--- src/hw/rtl/gsq_pkg.sv ---
`default_nettype none
package gsq_pkg;

    localparam int LFSR_W         = 31;
    localparam int DATA_W         = 16;
    localparam int CFG_IDX_W      = 8;
    localparam int CFG_DATA_W     = 32;
    localparam int WARMUP         = 1600;
    localparam int FIFO_DEPTH_DEF = 4;

    localparam logic [CFG_IDX_W-1:0] CFG_INIT_SEED = CFG_IDX_W'(0);
    localparam logic [CFG_IDX_W-1:0] CFG_SOFT_MODE = CFG_IDX_W'(1);

    localparam logic signed [DATA_W-1:0] SOFT_MIN = {1'b1, {(DATA_W-1){1'b0}}};
    localparam logic signed [DATA_W-1:0] SOFT_MAX = {1'b0, {(DATA_W-1){1'b1}}};

    typedef logic [LFSR_W-1:0] t_lfsr;
    typedef t_lfsr [LFSR_W-1:0] t_jump_cols;

    // One queue entry between the front and the back.
    typedef struct packed {
        logic signed [DATA_W-1:0] data;
        logic                     chip;
        logic                     last;
    } t_item;

    // x1(n+31) = x1(n+3) xor x1(n)
    function automatic t_lfsr adv_one(input t_lfsr r);
        return {r[3] ^ r[0], r[LFSR_W-1:1]};
    endfunction

    // x2(n+31) = x2(n+3) xor x2(n+2) xor x2(n+1) xor x2(n)
    function automatic t_lfsr adv_two(input t_lfsr r);
        return {r[3] ^ r[2] ^ r[1] ^ r[0], r[LFSR_W-1:1]};
    endfunction

    // State of the first register after the warmup, starting from one.
    // The warmup runs in short inner loops of 32 steps each.
    function automatic t_lfsr warm_one_value();
        t_lfsr v;
        v = t_lfsr'(1);
        for (int h = 0; h < WARMUP; h += 32) begin
            for (int k = h; (k < WARMUP) && (k < h + 32); k++) begin
                v = adv_one(v);
            end
        end
        return v;
    endfunction

    // Column i is where seed bit i lands after the warmup; the second
    // register is linear, so any seed maps by XOR of its columns.
    function automatic t_jump_cols jump_two_cols();
        t_jump_cols cols;
        t_lfsr      v;
        for (int i = 0; i < LFSR_W; i++) begin
            v = t_lfsr'(1) << i;
            for (int h = 0; h < WARMUP; h += 32) begin
                for (int k = h; (k < WARMUP) && (k < h + 32); k++) begin
                    v = adv_two(v);
                end
            end
            cols[i] = v;
        end
        return cols;
    endfunction

    localparam t_lfsr      WARM_ONE = warm_one_value();
    localparam t_jump_cols JUMP_TWO = jump_two_cols();

    function automatic t_lfsr jump_two(input t_lfsr seed);
        t_lfsr acc;
        acc = '0;
        for (int i = 0; i < LFSR_W; i++) begin
            if (seed[i]) begin
                acc = acc ^ JUMP_TWO[i];
            end
        end
        return acc;
    endfunction

endpackage
`default_nettype wire

--- src/hw/rtl/gsq_front.sv ---
`default_nettype none
module gsq_front (
    input  wire                              i_clk,
    input  wire                              i_rst_n,
    input  wire                              i_seed_we,
    input  wire gsq_pkg::t_lfsr              i_seed,
    input  wire                              i_valid,
    output logic                             o_ready,
    input  wire logic signed [gsq_pkg::DATA_W-1:0] i_data,
    input  wire                              i_last,
    input  wire                              i_room,
    output logic                             o_push,
    output gsq_pkg::t_item                   o_item
);

    logic           r_restart;
    gsq_pkg::t_lfsr r_lfsr_one;
    gsq_pkg::t_lfsr r_lfsr_two;
    gsq_pkg::t_lfsr r_warm_two;
    gsq_pkg::t_lfsr cur_one;
    gsq_pkg::t_lfsr cur_two;
    logic           chip;

    assign o_ready = i_room;
    assign o_push  = i_valid & i_room;

    // At a sequence start the registers come from the precomputed warm states.
    always_comb begin
        cur_one = r_restart ? gsq_pkg::WARM_ONE : r_lfsr_one;
        cur_two = r_restart ? r_warm_two : r_lfsr_two;
        chip    = cur_one[0] ^ cur_two[0];
    end

    assign o_item = '{data: i_data, chip: chip, last: i_last};

    // The seed is jumped ahead when it is written, so a restart does not stall the stream.
    always_ff @(posedge i_clk) begin
        if (!i_rst_n) begin
            r_warm_two <= '0;
        end else if (i_seed_we) begin
            r_warm_two <= gsq_pkg::jump_two(i_seed);
        end
    end

    always_ff @(posedge i_clk) begin
        if (!i_rst_n) begin
            r_restart <= 1'b1;
        end else if (o_push) begin
            r_restart <= i_last;
        end
    end

    always_ff @(posedge i_clk) begin
        if (o_push) begin
            r_lfsr_one <= gsq_pkg::adv_one(cur_one);
            r_lfsr_two <= gsq_pkg::adv_two(cur_two);
        end
    end

endmodule
`default_nettype wire

--- src/hw/rtl/gsq_fifo.sv ---
`default_nettype none
module gsq_fifo #(
    parameter int DEPTH = gsq_pkg::FIFO_DEPTH_DEF
) (
    input  wire                 i_clk,
    input  wire                 i_rst_n,
    input  wire                 i_push,
    input  wire gsq_pkg::t_item i_item,
    input  wire                 i_pop,
    output gsq_pkg::t_item      o_item,
    output logic                o_empty,
    output logic                o_full
);

    localparam int PTR_W = (DEPTH > 1) ? $clog2(DEPTH) : 1;
    localparam int CNT_W = $clog2(DEPTH + 1);

    gsq_pkg::t_item   r_mem [DEPTH];
    logic [PTR_W-1:0] r_wptr;
    logic [PTR_W-1:0] r_rptr;
    logic [CNT_W-1:0] r_count;

    function automatic logic [PTR_W-1:0] bump(input logic [PTR_W-1:0] p);
        return (p == PTR_W'(DEPTH - 1)) ? '0 : p + PTR_W'(1);
    endfunction

    assign o_empty = (r_count == '0);
    assign o_full  = (r_count == CNT_W'(DEPTH));
    assign o_item  = r_mem[r_rptr];

    always_ff @(posedge i_clk) begin
        if (!i_rst_n) begin
            r_wptr  <= '0;
            r_rptr  <= '0;
            r_count <= '0;
        end else begin
            if (i_push) begin
                r_wptr <= bump(r_wptr);
            end
            if (i_pop) begin
                r_rptr <= bump(r_rptr);
            end
            if (i_push && !i_pop) begin
                r_count <= r_count + CNT_W'(1);
            end else if (!i_push && i_pop) begin
                r_count <= r_count - CNT_W'(1);
            end
        end
    end

    always_ff @(posedge i_clk) begin
        if (i_push) begin
            r_mem[r_wptr] <= i_item;
        end
    end

endmodule
`default_nettype wire

--- src/hw/rtl/gsq_back.sv ---
`default_nettype none
module gsq_back (
    input  wire                 i_clk,
    input  wire                 i_rst_n,
    input  wire                 i_soft_mode,
    input  wire gsq_pkg::t_item i_item,
    input  wire                 i_empty,
    output logic                o_pop,
    output logic                o_valid,
    input  wire                 i_ready,
    output logic [gsq_pkg::DATA_W-1:0] o_data,
    output logic                o_chip,
    output logic                o_last
);

    logic                              r_valid;
    logic signed [gsq_pkg::DATA_W-1:0] r_data;
    logic                              r_chip;
    logic                              r_last;
    logic signed [gsq_pkg::DATA_W-1:0] n_data;

    assign o_pop = !i_empty && (!r_valid || i_ready);

    // Soft mode negates on a one chip, the most negative value saturating; hard mode XORs bit 0 with the chip.
    always_comb begin
        if (i_soft_mode) begin
            if (!i_item.chip) begin
                n_data = i_item.data;
            end else if (i_item.data == gsq_pkg::SOFT_MIN) begin
                n_data = gsq_pkg::SOFT_MAX;
            end else begin
                n_data = -i_item.data;
            end
        end else begin
            n_data = {{(gsq_pkg::DATA_W-1){1'b0}}, i_item.data[0] ^ i_item.chip};
        end
    end

    always_ff @(posedge i_clk) begin
        if (!i_rst_n) begin
            r_valid <= 1'b0;
        end else if (o_pop) begin
            r_valid <= 1'b1;
        end else if (i_ready) begin
            r_valid <= 1'b0;
        end
    end

    always_ff @(posedge i_clk) begin
        if (o_pop) begin
            r_data <= n_data;
            r_chip <= i_item.chip;
            r_last <= i_item.last;
        end
    end

    assign o_valid = r_valid;
    assign o_data  = r_data;
    assign o_chip  = r_chip;
    assign o_last  = r_last;

endmodule
`default_nettype wire

--- src/hw/rtl/gold_sequence_scrambler_top.sv ---
// Gold sequence scrambler and soft descrambler, LTE style, length 31.
// Input stream: i_s_tdata carries one hard bit (bit 0) or a signed 16-bit
// soft value per beat; i_s_tlast ends a sequence, and the next beat starts
// a new one from the current seed.
// Output stream: o_m_tdata is the scrambled bit or the sign-adjusted soft
// value, o_m_tuser the chip applied, o_m_tlast the echoed last flag.
// Configuration: index 0 writes the 31-bit seed, index 1 selects soft mode.
// Write only while no beats are in flight; other indexes are ignored.
// Throughput is one beat per cycle while the output side is ready, including
// sequence restarts: the warmup jump of the seeded register is computed when
// the seed is written, and the other register starts from a fixed warm state.
// An accepted input beat is written into the queue and then popped into the
// output register, from which the output side takes it. A small queue
// decouples the generator from the output register; if the receiver stalls,
// the queue and the output register fill and i_s_tready drops, and no beat is
// lost. Reset empties the queue, clears the configuration and arms a sequence
// restart for the next input beat.
`default_nettype none
module gold_sequence_scrambler_top #(
    parameter int FIFO_DEPTH = gsq_pkg::FIFO_DEPTH_DEF
) (
    input  wire                              i_clk,
    input  wire                              i_rst_n,
    // Configuration write channel.
    input  wire                              i_cfg_valid,
    output logic                             o_cfg_ready,
    input  wire [gsq_pkg::CFG_IDX_W-1:0]     i_cfg_index,
    input  wire [gsq_pkg::CFG_DATA_W-1:0]    i_cfg_data,
    // Input stream.
    input  wire                              i_s_tvalid,
    output logic                             o_s_tready,
    input  wire [gsq_pkg::DATA_W-1:0]        i_s_tdata,   // [15:0] data_in
    input  wire                              i_s_tlast,   // last
    // Output stream.
    output logic                             o_m_tvalid,
    input  wire                              i_m_tready,
    output logic [gsq_pkg::DATA_W-1:0]       o_m_tdata,   // [15:0] data_out
    output logic                             o_m_tuser,   // [0] chip_bit
    output logic                             o_m_tlast    // last_out
);

    logic           r_soft_mode;
    logic           w_seed_we;
    logic           w_push;
    logic           w_pop;
    logic           w_fifo_empty;
    logic           w_fifo_full;
    gsq_pkg::t_item w_front_item;
    gsq_pkg::t_item w_back_item;

    assign o_cfg_ready = 1'b1;
    assign w_seed_we   = i_cfg_valid && (i_cfg_index == gsq_pkg::CFG_INIT_SEED);

    always_ff @(posedge i_clk) begin
        if (!i_rst_n) begin
            r_soft_mode <= 1'b0;
        end else if (i_cfg_valid && (i_cfg_index == gsq_pkg::CFG_SOFT_MODE)) begin
            r_soft_mode <= i_cfg_data[0];
        end
    end

    gsq_front u_front (
        .i_clk   (i_clk),
        .i_rst_n (i_rst_n),
        .i_seed_we (w_seed_we),
        .i_seed  (i_cfg_data[gsq_pkg::LFSR_W-1:0]),
        .i_valid (i_s_tvalid),
        .o_ready (o_s_tready),
        .i_data  (i_s_tdata),
        .i_last  (i_s_tlast),
        .i_room  (!w_fifo_full),
        .o_push  (w_push),
        .o_item  (w_front_item)
    );

    gsq_fifo #(
        .DEPTH (FIFO_DEPTH)
    ) u_fifo (
        .i_clk   (i_clk),
        .i_rst_n (i_rst_n),
        .i_push  (w_push),
        .i_item  (w_front_item),
        .i_pop   (w_pop),
        .o_item  (w_back_item),
        .o_empty (w_fifo_empty),
        .o_full  (w_fifo_full)
    );

    gsq_back u_back (
        .i_clk       (i_clk),
        .i_rst_n     (i_rst_n),
        .i_soft_mode (r_soft_mode),
        .i_item      (w_back_item),
        .i_empty     (w_fifo_empty),
        .o_pop       (w_pop),
        .o_valid     (o_m_tvalid),
        .i_ready     (i_m_tready),
        .o_data      (o_m_tdata),
        .o_chip      (o_m_tuser),
        .o_last      (o_m_tlast)
    );

    a_pop_not_empty : assert property (@(posedge i_clk) disable iff (!i_rst_n)
        w_pop |-> !w_fifo_empty)
        else $error("queue popped while empty");

    a_push_has_room : assert property (@(posedge i_clk) disable iff (!i_rst_n)
        w_push |-> !w_fifo_full)
        else $error("queue pushed while full");

    a_pop_fills_output : assert property (@(posedge i_clk) disable iff (!i_rst_n)
        w_pop |=> o_m_tvalid)
        else $error("popped beat did not reach the output register");

endmodule
`default_nettype wire
--- config.mk ---
export PLATFORM = sky130hd
export DESIGN_NAME = gold_sequence_scrambler_top
export DESIGN_NICKNAME = d
export VERILOG_FILES = /design/src/hw/rtl/gsq_pkg.sv /design/src/hw/rtl/gsq_front.sv /design/src/hw/rtl/gsq_fifo.sv /design/src/hw/rtl/gsq_back.sv /design/src/hw/rtl/gold_sequence_scrambler_top.sv
export SDC_FILE = /design/constraint.sdc
export NUM_CORES = 1
export LEC_CHECK = 0
export ABC_AREA = 1
export BUFFER_PORTS_ARGS = -buffer_cell sky130_fd_sc_hd__buf_2
export CAP_MARGIN = 20
export CORE_ASPECT_RATIO = 0.9
export CORE_MARGIN = 2
export CORE_UTILIZATION = 35
export CTS_CLUSTER_SIZE = 24
export DETAILED_ROUTE_END_ITERATION = 16
export PLACE_DENSITY = 0.59
export SYNTH_ARGS = -nofsm -noshare
export SYNTH_HDL_FRONTEND = slang
export SYNTH_SLANG_ARGS = --single-unit
--- constraint.sdc ---
create_clock -name i_clk -period 3.85 [get_ports i_clk]
set_clock_uncertainty 0.05 [all_clocks]
set_input_delay 0.385 -clock i_clk [delete_from_list [all_inputs] [get_ports i_clk]]
set_output_delay 0.385 -clock i_clk [all_outputs]
set_load 0.005 [all_outputs]
==> flow_metrics.env <==
export IMPL_rsz0062_at_grt="false"
export IMPL_holdBufCountCts=0
export IMPL_dr_pass1_iters=6
export IMPL_synth_main_ff_cell="edfxtp_1"
export IMPL_cts_resized=0
export IMPL_clock_latency_ps=430
export IMPL_final_cell_area_um2=12300
export IMPL_tns_ps=0
export IMPL_crit_slowest_cell="inv_2"
export IMPL_fin_crit_ps=2540
export IMPL_cp_max_fo=38
export IMPL_ff2ff_path_depth=11
export IMPL_min_path_type="input pin to flip-flop"
export IMPL_antenna_found_initial=0
export IMPL_diodes=0
export IMPL_synthesis_nets=1352
export IMPL_min_path_cells=1
export IMPL_synth_area_per_cell_um2=8.54
export IMPL_yosys_warnings=0
export IMPL_die_area_um2=32700
export IMPL_numCtsBuffers=17
export IMPL_postCtsSetupBuffers=0
export IMPL_r2r_slack_ps=1310
export IMPL_synth_area_leaders="edfxtp_1, nand2_1, dfxtp_1"
export IMPL_min_from="i_s_tdata[12]"
export IMPL_clockBufferDepth=2
export IMPL_crit_arrival_ps=2790
export IMPL_cp_end_kind="flip-flop"
export IMPL_synth_edff_count=152
export IMPL_root_buffer="clkbuf_16"
export IMPL_antenna_left=0
export IMPL_drive_gt1_share_pct=12.2
export IMPL_vias=8114
export IMPL_hpwl_mm=17.7
export IMPL_wl_met3_mm=1.05
export IMPL_fin_crit_sh_pct=65.9
export IMPL_p_leak_nw=5.41
export IMPL_drcViolationCount=0
export IMPL_timing_slew_headroom_pct=38.8
export IMPL_vdd_ir_drop_worst_mv=0.307
export IMPL_tritoncts="yes"
export IMPL_cpPeakStageDelay_ps=480
export IMPL_io_buffers=80
export IMPL_max_cap_violations=0
export IMPL_grt_max_degree=65
export IMPL_cellPowerDensity_nw_per_um2=561
export IMPL_layout_common_cells="nand2_1, edfxtp_1, inv_1, nand3_1, xnor2_1"
export IMPL_post_place_ws_ps=1320
export IMPL_track_usage_pct=15.9
export IMPL_finalWirelength_mm=24.8
export IMPL_hold_viol=0
export IMPL_tightest_slew_ps=916
export IMPL_grt_pass1_wl_mm=40.3
export IMPL_yosysSeqAreaShare_pct=49.6
export IMPL_setup_violations=0
export IMPL_synth_cells=1282
export IMPL_yosys_area_top_type_share_pct=41.7
export IMPL_n_fill_cell=3136
export IMPL_routabilityCongestion=0.938
export IMPL_worst_setup_path_start_kind="flip-flop"
export IMPL_syn_area_um2=10900
export IMPL_cts_clk_slew_worst_paths_ps=80
export IMPL_path_class="flip-flop to flip-flop"
export IMPL_ys_async_sr_fraction_pct=0
export IMPL_placed_area_um2=11700
export IMPL_fin_nets=1406
export IMPL_wl_per_cell_um=14.1
export IMPL_whs_endpoint="u_fifo.r_mem[3][14]"
export IMPL_yosysTopAreaCell="edfxtp_1"
export IMPL_cpMostUsedCell="nand2_1"
export IMPL_reg2reg_to="u_back.o_data[7]"
export IMPL_cpLargestDelayFamily="simple AND/OR/NAND/NOR gates"
export IMPL_met2_length_mm=11.2
export IMPL_via_per_inst=4.62
export IMPL_start_util_pct=35.5
export IMPL_synth_cell_type_count=40
export IMPL_initialDrtViolationCount=455
export IMPL_synth_seq_cells=195
export IMPL_fmax_mhz=394
export IMPL_die_w_um=190
export IMPL_grt_overflow=0
export IMPL_wirelength_met1_mm=12.2
export IMPL_coreArea_um2=30800
export IMPL_die_h_um=172
export IMPL_grt_pass1_vias=7655
export IMPL_highest_layer="met4"
export IMPL_layout_commonest_cell="nand2_1"
export IMPL_outcome="completed"
export IMPL_rows=61
export IMPL_slew_violations=0
export IMPL_htree_levels=4
export IMPL_clock_sinks=195
export IMPL_io_pins=83
export IMPL_crit_required_ps=4100
export IMPL_path_cells="inv_2 > nand2_1 > nand3_1 > nand2_1 > inv_2 > nand3_2 > nor2_2 > nand4_2 > nand3b_1 > nand2_1 > inv_1"
export IMPL_cp_num_buf_inv=3
export IMPL_setup_ws_ps=1310
export IMPL_area_delta_synth_final_pct=12.0
-- worst max path at each step --
| stage | to | slack (ps) | depth (start not counted) |
|---|---|---|---|
| global placement | u_back.o_data[9] | 1350 | 11 |
| global route | u_back.o_data[9] | 980 | 11 |
| detailed placement | u_back.o_data[7] | 1320 | 11 |
| finish | u_back.o_data[7] | 1310 | 11 |
| floorplan | u_fifo.r_count[2] | 500 | 11 |
| CTS | u_back.o_data[7] | 1290 | 11 |
-- layout make-up --
type	instances	area (um2)	area share (%)
sequential	195	5430	44.3
tap	409	512	4.18
timing repair buffer	92	490	4.00
multi-input combinational	875	4640	37.9
clock buffer	18	429	3.50
inverter	155	582	4.75
clock inverter	14	171	1.40
-- cells by family (layout without fill, tap and decap cells) --
| logic type | Yosys count | in the layout | synth area share (%) |
|---|---|---|---|
| mux | 1 | 1 | 0.0915 |
| other cells | 1 | 1 | 0.0343 |
| buf+inv | 212 | 279 | 8.10 |
| compound gates | 114 | 114 | 5.57 |
| flops | 195 | 195 | 49.6 |
| simple gates | 591 | 591 | 22.7 |
| xor+xnor | 160 | 160 | 12.9 |
| fa+ha+maj | 8 | 8 | 0.983 |
-- where the power goes --
| part | switching (mW) | internal, mW |
|---|---|---|
| sequential | 0.0849 | 2.67 |
| combinational | 1.55 | 0.769 |
| clock | 0.813 | 0.979 |
| total | 2.45 | 4.42 |
-- through the flow --
stage / hold slack (ps) / total power [mW] / cells / util (%)
final: 122 / 6.87 / 1758 / 39.7
after floorplan: 408 / 4.57 / 1282 / -
after global routing: 102 / 7.36 / 1758 / 39.7
after detailed placement: 437 / 5.13 / 1726 / 37.8
after global placement: 433 / 5.08 / 1726 / 37.8
after CTS: 97.9 / 6.94 / 1758 / 39.7
-- flip-flops by register name (all words and copies together) (netlist names), named ones only --
name	count
u_front.r_restart	1
r_soft_mode	1
u_back.o_valid	1
u_fifo.r_wptr	2
u_front.r_lfsr_one	31
u_front.r_lfsr_two	31
u_front.r_warm_two	31
u_fifo.r_mem	72
u_back.o_data	16
u_back.o_last	1
u_back.o_chip	1
u_fifo.r_count	3
u_fifo.r_rptr	2
-- layer usage --
metal / GRT usage [%] / vias up
met3: 2.16 / 27
met1: 22.2 / 3719
met4: 4.31 / 0
met2: 25.7 / 175
li1: - / 4193
met5: 0 / -
-- Yosys cell counts, drive strengths merged, types with 2 or more instances --
library cell / number
edfxtp: 152
xor2: 72
buf: 38
nand2: 396
inv: 153
dfxtp: 43
a31oi: 2
o211ai: 5
nor3: 2
a21oi: 45
a21o: 2
nand3b: 5
nand4: 5
or2: 11
nand3: 109
nor2: 62
ha: 7
o21ai: 56
clkbuf: 19
xnor2: 88
clkinv: 2
No activity file was read; power rests on OpenSTA's default activity.
